File: config.mk
export PLATFORM = sky130hd
export DESIGN_NAME = point_affine_transform_2d
export DESIGN_NICKNAME = d
export VERILOG_FILES = /design/src/sv/pat2d_pkg.sv /design/src/sv/point_affine_transform_2d.sv
export SDC_FILE = /design/constraint.sdc
export NUM_CORES = 2
export LEC_CHECK = 0
export BUFFER_PORTS_ARGS = -buffer_cell sky130_fd_sc_hd__buf_2
export CELL_PAD_IN_SITES_DETAIL_PLACEMENT = 1
export CELL_PAD_IN_SITES_GLOBAL_PLACEMENT = 1
export CORE_MARGIN = 2
export CORE_UTILIZATION = 47
export CTS_CLUSTER_DIAMETER = 100
export DETAILED_ROUTE_END_ITERATION = 10
export PLACE_DENSITY_LB_ADDON = 0.1
export SETUP_SLACK_MARGIN = 0.1
export SYNTH_ARGS = -nofsm -noshare
export SYNTH_HDL_FRONTEND = slang
export SYNTH_SLANG_ARGS = --single-unit
File: constraint.sdc
create_clock -name clk -period 15.3 [get_ports clk]
set_input_delay 0 -clock clk [delete_from_list [all_inputs] [get_ports clk]]
set_output_delay 0 -clock clk [all_outputs]
set_load 0.01 [all_outputs]
File: src/sv/pat2d_pkg.sv
// types, codes and width constants for the point affine transform
`timescale 1ns / 1ps

package pat2d_pkg;

  localparam int COORD_BITS = 16;
  localparam int FRAC_BITS  = 12;
  localparam int COEF_BITS  = 16;

  localparam int Q_ONE_INT = 1 << FRAC_BITS;

  localparam int AW = COORD_BITS + 1;
  localparam int BW = (FRAC_BITS + 2 > COEF_BITS + 1) ? FRAC_BITS + 2 : COEF_BITS + 1;
  localparam int PW = AW + BW;
  localparam int SW = PW + 2;
  localparam int TW = SW - FRAC_BITS;

  localparam int TDATA_BITS = ((2 * COORD_BITS + 7) / 8) * 8;
  localparam int ADDR_BITS  = 5;
  localparam int DATA_BITS  = 32;

  localparam logic signed [TW-1:0] SAT_HI =
    TW'((64'sd1 <<< (COORD_BITS - 1)) - 64'sd1);
  localparam logic signed [TW-1:0] SAT_LO = -SAT_HI - TW'(1);

  typedef logic signed [COORD_BITS-1:0] coord_t;
  typedef logic signed [COEF_BITS-1:0]  coef_t;
  typedef logic signed [AW-1:0]         opa_t;
  typedef logic signed [BW-1:0]         opb_t;
  typedef logic signed [PW-1:0]         prod_t;
  typedef logic signed [SW-1:0]         sum_t;
  typedef logic signed [TW-1:0]         trunc_t;

  typedef enum logic [2:0] {
    MODE_TRANSLATE = 3'd0,
    MODE_SCALE     = 3'd1,
    MODE_ROTATE    = 3'd2,
    MODE_REFLECT   = 3'd3,
    MODE_SHEAR     = 3'd4
  } mode_t;

  typedef enum logic [2:0] {
    REFL_X_AXIS = 3'd0,
    REFL_Y_AXIS = 3'd1,
    REFL_ORIGIN = 3'd2,
    REFL_SWAP   = 3'd3,
    REFL_NONE   = 3'd4
  } refl_t;

  typedef enum logic [1:0] {
    SHEAR_X    = 2'd0,
    SHEAR_Y    = 2'd1,
    SHEAR_NONE = 2'd2
  } shear_t;

  typedef enum logic [2:0] {
    REG_MODE         = 3'd0,
    REG_ANCHOR_X     = 3'd1,
    REG_ANCHOR_Y     = 3'd2,
    REG_COEF_X       = 3'd3,
    REG_COEF_Y       = 3'd4,
    REG_REFLECT_AXIS = 3'd5,
    REG_SHEAR_AXIS   = 3'd6
  } reg_idx_t;

  // per coordinate: base + a0*b0 + a1*b1, base in integer units
  typedef struct packed {
    opa_t a0;
    opb_t b0;
    opa_t a1;
    opb_t b1;
    opa_t base;
  } lane_ops_t;

endpackage

File: src/sv/point_affine_transform_2d.sv
// 2d affine point transform: pipelined datapath with apb register file
`timescale 1ns / 1ps
// Usage
// - input stream: in_tdata carries one vertex per transaction, x in the low
//   coordinate field and y above it
// - output stream: out_tdata carries the transformed vertex in the same
//   layout, out_tuser is the clipped flag (either coordinate saturated)
// - apb port: mode, anchor_x, anchor_y, coef_x, coef_y, reflect_axis and
//   shear_axis at byte addresses 0, 4, ... 24; write only while idle
// - stages: the operand, multiply, sum and truncate/saturate registers lie
//   between an input transaction and output valid
// - throughput: one vertex per cycle while the output is not stalled; the
//   two multipliers per coordinate are registered in their own stage
// - stall: all stages advance together when the output register is empty
//   or being taken, so in_tready falls only while out_tvalid is held
//   without out_tready; nothing is dropped or repeated
// - reset: valid bits clear and the registers return to translate with
//   zero anchors, coef_x one, coef_y zero, no reflect and no shear
module point_affine_transform_2d (
  input  logic                                  clk,
  input  logic                                  rst_n,
  input  logic                                  in_tvalid,
  output logic                                  in_tready,
  input  logic [pat2d_pkg::TDATA_BITS-1:0]      in_tdata,   // in_x, in_y
  output logic                                  out_tvalid,
  input  logic                                  out_tready,
  output logic [pat2d_pkg::TDATA_BITS-1:0]      out_tdata,  // out_x, out_y
  output logic                                  out_tuser,  // clipped
  input  logic                                  cfg_psel,
  input  logic                                  cfg_penable,
  input  logic                                  cfg_pwrite,
  input  logic [pat2d_pkg::ADDR_BITS-1:0]       cfg_paddr,
  input  logic [pat2d_pkg::DATA_BITS-1:0]       cfg_pwdata,
  output logic [pat2d_pkg::DATA_BITS-1:0]       cfg_prdata,
  output logic                                  cfg_pready
);

  localparam int C = pat2d_pkg::COORD_BITS;
  localparam int F = pat2d_pkg::FRAC_BITS;

  pat2d_pkg::mode_t    mode_r;
  pat2d_pkg::coord_t   anchor_x_r;
  pat2d_pkg::coord_t   anchor_y_r;
  pat2d_pkg::coef_t    coef_x_r;
  pat2d_pkg::coef_t    coef_y_r;
  pat2d_pkg::refl_t    reflect_axis_r;
  pat2d_pkg::shear_t   shear_axis_r;

  logic                cfg_wr;
  pat2d_pkg::reg_idx_t cfg_idx;

  logic                adv;
  pat2d_pkg::coord_t   in_x;
  pat2d_pkg::coord_t   in_y;
  pat2d_pkg::lane_ops_t ops_x_nxt;
  pat2d_pkg::lane_ops_t ops_y_nxt;

  logic                 s1_valid_r;
  pat2d_pkg::lane_ops_t s1_ops_x_r;
  pat2d_pkg::lane_ops_t s1_ops_y_r;

  logic                 s2_valid_r;
  pat2d_pkg::prod_t     s2_px0_r;
  pat2d_pkg::prod_t     s2_px1_r;
  pat2d_pkg::prod_t     s2_py0_r;
  pat2d_pkg::prod_t     s2_py1_r;
  pat2d_pkg::opa_t      s2_base_x_r;
  pat2d_pkg::opa_t      s2_base_y_r;

  logic                 s3_valid_r;
  pat2d_pkg::sum_t      s3_sum_x_r;
  pat2d_pkg::sum_t      s3_sum_y_r;

  pat2d_pkg::trunc_t    trunc_x;
  pat2d_pkg::trunc_t    trunc_y;
  pat2d_pkg::coord_t    sat_x;
  pat2d_pkg::coord_t    sat_y;
  logic                 clip_x;
  logic                 clip_y;

  logic                 out_valid_r;
  pat2d_pkg::coord_t    out_x_r;
  pat2d_pkg::coord_t    out_y_r;
  logic                 out_clip_r;

  // register file
  assign cfg_pready = 1'b1;
  assign cfg_wr     = cfg_psel & cfg_penable & cfg_pwrite & cfg_pready;
  assign cfg_idx    = pat2d_pkg::reg_idx_t'(cfg_paddr[4:2]);

  always_ff @(posedge clk) begin
    if (!rst_n) begin
      mode_r         <= pat2d_pkg::MODE_TRANSLATE;
      anchor_x_r     <= '0;
      anchor_y_r     <= '0;
      coef_x_r       <= pat2d_pkg::COEF_BITS'(pat2d_pkg::Q_ONE_INT);
      coef_y_r       <= '0;
      reflect_axis_r <= pat2d_pkg::REFL_NONE;
      shear_axis_r   <= pat2d_pkg::SHEAR_NONE;
    end else if (cfg_wr) begin
      unique case (cfg_idx)
        pat2d_pkg::REG_MODE:         mode_r <= pat2d_pkg::mode_t'(cfg_pwdata[2:0]);
        pat2d_pkg::REG_ANCHOR_X:     anchor_x_r <= cfg_pwdata[C-1:0];
        pat2d_pkg::REG_ANCHOR_Y:     anchor_y_r <= cfg_pwdata[C-1:0];
        pat2d_pkg::REG_COEF_X:       coef_x_r <= cfg_pwdata[pat2d_pkg::COEF_BITS-1:0];
        pat2d_pkg::REG_COEF_Y:       coef_y_r <= cfg_pwdata[pat2d_pkg::COEF_BITS-1:0];
        pat2d_pkg::REG_REFLECT_AXIS: reflect_axis_r <= pat2d_pkg::refl_t'(cfg_pwdata[2:0]);
        pat2d_pkg::REG_SHEAR_AXIS:   shear_axis_r <= pat2d_pkg::shear_t'(cfg_pwdata[1:0]);
        default: begin
        end
      endcase
    end
  end

  always_comb begin
    cfg_prdata = '0;
    unique case (cfg_idx)
      pat2d_pkg::REG_MODE:         cfg_prdata = pat2d_pkg::DATA_BITS'(mode_r);
      pat2d_pkg::REG_ANCHOR_X:     cfg_prdata = pat2d_pkg::DATA_BITS'($unsigned(anchor_x_r));
      pat2d_pkg::REG_ANCHOR_Y:     cfg_prdata = pat2d_pkg::DATA_BITS'($unsigned(anchor_y_r));
      pat2d_pkg::REG_COEF_X:       cfg_prdata = pat2d_pkg::DATA_BITS'($unsigned(coef_x_r));
      pat2d_pkg::REG_COEF_Y:       cfg_prdata = pat2d_pkg::DATA_BITS'($unsigned(coef_y_r));
      pat2d_pkg::REG_REFLECT_AXIS: cfg_prdata = pat2d_pkg::DATA_BITS'(reflect_axis_r);
      pat2d_pkg::REG_SHEAR_AXIS:   cfg_prdata = pat2d_pkg::DATA_BITS'(shear_axis_r);
      default:                     cfg_prdata = '0;
    endcase
  end

  // pipeline advance
  assign adv       = !out_valid_r || out_tready;
  assign in_tready = adv;

  assign in_x = in_tdata[C-1:0];
  assign in_y = in_tdata[2*C-1:C];

  // stage 1: operand selection
  always_comb begin
    ops_x_nxt = '{a0: '0, b0: '0, a1: '0, b1: '0, base: pat2d_pkg::AW'(in_x)};
    ops_y_nxt = '{a0: '0, b0: '0, a1: '0, b1: '0, base: pat2d_pkg::AW'(in_y)};
    unique case (mode_r)
      pat2d_pkg::MODE_TRANSLATE: begin
        ops_x_nxt.base = pat2d_pkg::AW'(in_x) + pat2d_pkg::AW'(anchor_x_r);
        ops_y_nxt.base = pat2d_pkg::AW'(in_y) + pat2d_pkg::AW'(anchor_y_r);
      end
      pat2d_pkg::MODE_SCALE: begin
        ops_x_nxt.base = '0;
        ops_x_nxt.a0   = pat2d_pkg::AW'(in_x);
        ops_x_nxt.b0   = pat2d_pkg::BW'(coef_x_r);
        ops_x_nxt.a1   = pat2d_pkg::AW'(anchor_x_r);
        ops_x_nxt.b1   = pat2d_pkg::BW'(pat2d_pkg::Q_ONE_INT) - pat2d_pkg::BW'(coef_x_r);
        ops_y_nxt.base = '0;
        ops_y_nxt.a0   = pat2d_pkg::AW'(in_y);
        ops_y_nxt.b0   = pat2d_pkg::BW'(coef_y_r);
        ops_y_nxt.a1   = pat2d_pkg::AW'(anchor_y_r);
        ops_y_nxt.b1   = pat2d_pkg::BW'(pat2d_pkg::Q_ONE_INT) - pat2d_pkg::BW'(coef_y_r);
      end
      pat2d_pkg::MODE_ROTATE: begin
        ops_x_nxt.base = pat2d_pkg::AW'(anchor_x_r);
        ops_x_nxt.a0   = pat2d_pkg::AW'(in_x) - pat2d_pkg::AW'(anchor_x_r);
        ops_x_nxt.b0   = pat2d_pkg::BW'(coef_x_r);
        ops_x_nxt.a1   = pat2d_pkg::AW'(anchor_y_r) - pat2d_pkg::AW'(in_y);
        ops_x_nxt.b1   = pat2d_pkg::BW'(coef_y_r);
        ops_y_nxt.base = pat2d_pkg::AW'(anchor_y_r);
        ops_y_nxt.a0   = pat2d_pkg::AW'(in_x) - pat2d_pkg::AW'(anchor_x_r);
        ops_y_nxt.b0   = pat2d_pkg::BW'(coef_y_r);
        ops_y_nxt.a1   = pat2d_pkg::AW'(in_y) - pat2d_pkg::AW'(anchor_y_r);
        ops_y_nxt.b1   = pat2d_pkg::BW'(coef_x_r);
      end
      pat2d_pkg::MODE_REFLECT: begin
        unique case (reflect_axis_r)
          pat2d_pkg::REFL_X_AXIS: ops_y_nxt.base = -pat2d_pkg::AW'(in_y);
          pat2d_pkg::REFL_Y_AXIS: ops_x_nxt.base = -pat2d_pkg::AW'(in_x);
          pat2d_pkg::REFL_ORIGIN: begin
            ops_x_nxt.base = -pat2d_pkg::AW'(in_x);
            ops_y_nxt.base = -pat2d_pkg::AW'(in_y);
          end
          pat2d_pkg::REFL_SWAP: begin
            ops_x_nxt.base = pat2d_pkg::AW'(in_y);
            ops_y_nxt.base = pat2d_pkg::AW'(in_x);
          end
          default: begin
          end
        endcase
      end
      pat2d_pkg::MODE_SHEAR: begin
        unique case (shear_axis_r)
          pat2d_pkg::SHEAR_X: begin
            ops_x_nxt.a0 = pat2d_pkg::AW'(in_y);
            ops_x_nxt.b0 = pat2d_pkg::BW'(coef_x_r);
          end
          pat2d_pkg::SHEAR_Y: begin
            ops_y_nxt.a0 = pat2d_pkg::AW'(in_x);
            ops_y_nxt.b0 = pat2d_pkg::BW'(coef_x_r);
          end
          default: begin
          end
        endcase
      end
      default: begin
      end
    endcase
  end

  // stage 4 logic: truncate toward zero, then saturate
  assign trunc_x = pat2d_pkg::TW'((s3_sum_x_r + (s3_sum_x_r[pat2d_pkg::SW-1] ?
                   pat2d_pkg::SW'(pat2d_pkg::Q_ONE_INT - 1) : '0)) >>> F);
  assign trunc_y = pat2d_pkg::TW'((s3_sum_y_r + (s3_sum_y_r[pat2d_pkg::SW-1] ?
                   pat2d_pkg::SW'(pat2d_pkg::Q_ONE_INT - 1) : '0)) >>> F);

  always_comb begin
    clip_x = 1'b1;
    clip_y = 1'b1;
    priority if (trunc_x > pat2d_pkg::SAT_HI) sat_x = C'(pat2d_pkg::SAT_HI);
    else if (trunc_x < pat2d_pkg::SAT_LO)     sat_x = C'(pat2d_pkg::SAT_LO);
    else begin
      sat_x  = C'(trunc_x);
      clip_x = 1'b0;
    end
    priority if (trunc_y > pat2d_pkg::SAT_HI) sat_y = C'(pat2d_pkg::SAT_HI);
    else if (trunc_y < pat2d_pkg::SAT_LO)     sat_y = C'(pat2d_pkg::SAT_LO);
    else begin
      sat_y  = C'(trunc_y);
      clip_y = 1'b0;
    end
  end

  always_ff @(posedge clk) begin
    if (!rst_n) begin
      s1_valid_r  <= 1'b0;
      s2_valid_r  <= 1'b0;
      s3_valid_r  <= 1'b0;
      out_valid_r <= 1'b0;
    end else if (adv) begin
      s1_valid_r  <= in_tvalid;
      s2_valid_r  <= s1_valid_r;
      s3_valid_r  <= s2_valid_r;
      out_valid_r <= s3_valid_r;
    end
  end

  always_ff @(posedge clk) begin
    if (adv) begin
      s1_ops_x_r  <= ops_x_nxt;
      s1_ops_y_r  <= ops_y_nxt;
      // multiply
      s2_px0_r    <= s1_ops_x_r.a0 * s1_ops_x_r.b0;
      s2_px1_r    <= s1_ops_x_r.a1 * s1_ops_x_r.b1;
      s2_py0_r    <= s1_ops_y_r.a0 * s1_ops_y_r.b0;
      s2_py1_r    <= s1_ops_y_r.a1 * s1_ops_y_r.b1;
      s2_base_x_r <= s1_ops_x_r.base;
      s2_base_y_r <= s1_ops_y_r.base;
      // sum in q format
      s3_sum_x_r  <= (pat2d_pkg::SW'(s2_base_x_r) <<< F) + pat2d_pkg::SW'(s2_px0_r)
                     + pat2d_pkg::SW'(s2_px1_r);
      s3_sum_y_r  <= (pat2d_pkg::SW'(s2_base_y_r) <<< F) + pat2d_pkg::SW'(s2_py0_r)
                     + pat2d_pkg::SW'(s2_py1_r);
      out_x_r     <= sat_x;
      out_y_r     <= sat_y;
      out_clip_r  <= clip_x | clip_y;
    end
  end

  assign out_tvalid = out_valid_r;
  assign out_tdata  = pat2d_pkg::TDATA_BITS'({out_y_r, out_x_r});
  assign out_tuser  = out_clip_r;

endmodule

==> results.md <==
- Status: complete, no violations
- Vias in the first global route: 58,780
- Width of the die: 398.2 um
- Chip height: 398.2 um
- Die area: 0.1586 mm^2
- FF+latch area: 0.01482 mm^2
- Final Skew: 36.23 ps
- Top cells by area, synth: fa_1 34%, edfxtp_1 18%, ha_1 9.2%
- Post-CTS setup buffers: 0
- DRC: 0
- Post-synth cell types: 97
- # IOs: 144
- Worst Setup End Kind: register
- Area leader, netlist: fa_1
- Pleak: 38.32 nW
- Max VDD drop: 87.44 uV
- Number of enable flip-flop cells after synthesis: 443
- Final Util: 0.5055
- Fillers: 17,360
- Hold/Removal Path Class: primary input to register
- Global-route wire length before repair: 350.4 mm
- Max Fclk: 134.3 MHz
- Required time of the worst setup path: 15,690 ps
- Mean post-synth cell area: 9.808 um^2
- Final setup vio count: 0
- M3 GR Usage: 0.02786
- Min Hold Slack: 72.84 ps
- Cell Rows: 144
- TritonCTS clock tree: yes
- GRT met2 Usage: 0.4941
- Post-DRT Antenna Nets: 0
- Tmin final: 7448 ps
- Crit share post-route: 0.4868
- Sequential element share of the synthesized area: 0.2029
- Detailed Routing Iterations Pass 1: 6
- Initial core utilization: 0.4736
- RSZ-0062 raised after global routing: false
- Clock-pin slew on the worst setup and hold paths: 70 ps
- CTS root buf: clkbuf_16
- Slew HR: 0.2346
- Routed wire length: 221.7 mm
- Fin nets: 9,269
- Layout Area Growth over Synthesis: 6.744%
- Power per cell area: 48.61 mW/mm^2
- Setup TNS Final: 0 ps
- Dpl ws: 7922 ps
- Worst setup SP type: register
- Vias per Instance: 5.576
- Worst setup margin: 7852 ps
- Largest net degree at the start of global routing: 82
- CTS Sinks: 519
- Final Slew Violations: 0
- Met1 GRT Util: 0.3912
- Htree depth: 2
- Area share of the largest cell type after synthesis: 0.3390
- GRT Total Usage: 0.2888
- Clock Latency Late Sink: 670 ps
- Worst slew pin tran: 1136 ps
- Inserted Clock Buffers: 56
- Crit path DAT: 7840 ps
- Max Fanout on Critical Path: 17
- Fraction of layout cells with a size suffix above 1: 0.04153
- Port Buf Inserts: 108
- Synth Instances: 7,447
- Dpl hpwl: 175.7 mm
- Setup CP Type: register to register
- Final Wtd Congestion: 0.9164
- FF+latch count, synth: 519
- Initial DRC Count: 3,473
- Ys async rst share: 0
- Initial antenna violation count: 39
- Ys Warns: 0
- Drt wl/cell: 23.27 um
- Main synth FF type: edfxtp_1
- Total global routing overflow: 0
- Vias: 53,130
- Final hold vios: 0
- Synthesized area: 0.07304 mm^2
- Area of the multi-input gates: 0.05204 mm^2
- Busiest layer in global routing: met2
- Core area: 0.1542 mm^2
- Longest Clk Path Bufs: 3
- Max_cap viols: 0
## per-layer routing
layer  routed length, um  part of all wire
met2              108700              0.49
met5                 128           0.00058
met4                7094             0.032
met3               11030             0.050
met1               94780              0.43
## sequential cells by signal (all words and copies together) (netlist names), 17 cells and up
register	cells
s2_base_y_r	17
s3_sum_y_r	36
s2_base_x_r	17
s3_sum_x_r	36
s2_px1_r	34
s2_py0_r	34
s2_py1_r	34
s1_ops_x_r	84
s1_ops_y_r	84
s2_px0_r	34
## timing repair
action | in CTS | in global routing
setup endpoints to repair | 0 | 0
hold buffers | 62 | 0
resized for setup | 0 | 0
hold endpoints to repair | 117 | 0
## through the flow
step | std cells | total power, mW | area, um^2
floorplan | 7462 | 2.098 | 73100
global placement | 9344 | 2.294 | 75320
detailed placement | 9344 | 2.310 | 75320
CTS | 9509 | 3.812 | 77920
global route | 9520 | 3.934 | 77950
finish | 9527 | 3.790 | 77970
## cells in the final DEF (no fill, tap or decap), types with 27 or more instances in the layout
| cell type | instances |
|---|---|
| inv_1 | 1331 |
| fa_1 | 1237 |
| nand2_1 | 848 |
| and2_1 | 616 |
| ha_1 | 536 |
| edfxtp_1 | 443 |
| nor2_1 | 279 |
| o21ai_0 | 234 |
| xnor2_1 | 228 |
| a21oi_1 | 223 |
| buf_2 | 108 |
| xor2_1 | 84 |
| a21boi_0 | 83 |
| dfxtp_1 | 76 |
| nor3_1 | 74 |
| a21o_1 | 62 |
| nand3_1 | 62 |
| dlygate4sd3_1 | 62 |
| clkbuf_16 | 59 |
| buf_4 | 47 |
| nor2b_1 | 46 |
| nand2b_1 | 43 |
| a211oi_1 | 36 |
| o21a_1 | 36 |
| o22ai_1 | 35 |
| o21bai_1 | 33 |
| a221o_1 | 32 |
| and3_1 | 28 |
| a22oi_1 | 27 |
## final timing paths
check,start,end,slack (ps),depth (start not counted)
min reg2reg,s1_ops_x_r[3],s2_base_x_r[3],410,0
min,in_tdata[26],s1_ops_x_r[78],70,2
max reg2reg,s1_ops_x_r[27],s2_px1_r[33],7850,22
max,s1_ops_x_r[27],s2_px1_r[33],7850,22
## synthesized netlist by cell type (all sizes together) (27+ instances only)
cell type,count
a211oi,38
a21boi,83
a21o,62
a21oi,223
a221o,33
a22oi,27
and2,616
and3,28
buf,40
clkbuf,277
dfxtp,76
edfxtp,443
fa,1237
ha,536
inv,1333
nand2,849
nand2b,44
nand3,63
nor2,279
nor2b,46
nor3,77
o21a,36
o21ai,236
o21bai,33
o22ai,35
xnor2,228
xor2,84
## worst max-delay path, stage by stage, from the launching register on
cell,delay (ps)
edfxtp_1,1060
nand2_1,160
fa_1,530
inv_1,50
fa_1,500
inv_1,60
fa_1,520
inv_1,50
fa_1,480
fa_1,490
inv_1,50
fa_1,550
inv_1,80
ha_1,370
a21oi_1,200
nand2_1,100
a31oi_1,290
o211ai_1,180
o31ai_1,610
o211ai_1,270
a31o_2,280
a21oi_1,170
xnor2_1,100
## cell type report
cell class / count / area share
Clock buffer: 68 / 0.01964
Tap cell: 2044 / 0.03280
Inverter: 1335 / 0.06427
Multi-Input combinational cell: 5291 / 0.6674
Clock inverter: 35 / 0.005745
Antenna cell: 18 / 0.0005777
Timing Repair Buffer: 217 / 0.01942
Sequential cell: 519 / 0.1901
## cell families (layout without fill, tap and decap cells)
group / count (synthesis) / in the layout / synth area share
flops: 519 / 519 / 0.2029
fa+ha+maj: 1773 / 1773 / 0.4308
compound gates: 1031 / 1031 / 0.09471
xor+xnor: 312 / 312 / 0.03741
mux: 32 / 32 / 0.005019
simple gates: 2126 / 2126 / 0.1430
other cells: 2 / 35 / 0.0001028
buf+inv: 1652 / 1655 / 0.08594
## report_power, final
part / switching [mW] / leakage [nW] / total, mW / internal, mW
Sequential: 0.115 / 5.75 / 1.77 / 1.65
Combinational: 0.325 / 31.6 / 0.536 / 0.211
Clock: 0.616 / 0.982 / 1.48 / 0.868
(Power assumes the default switching activity.)
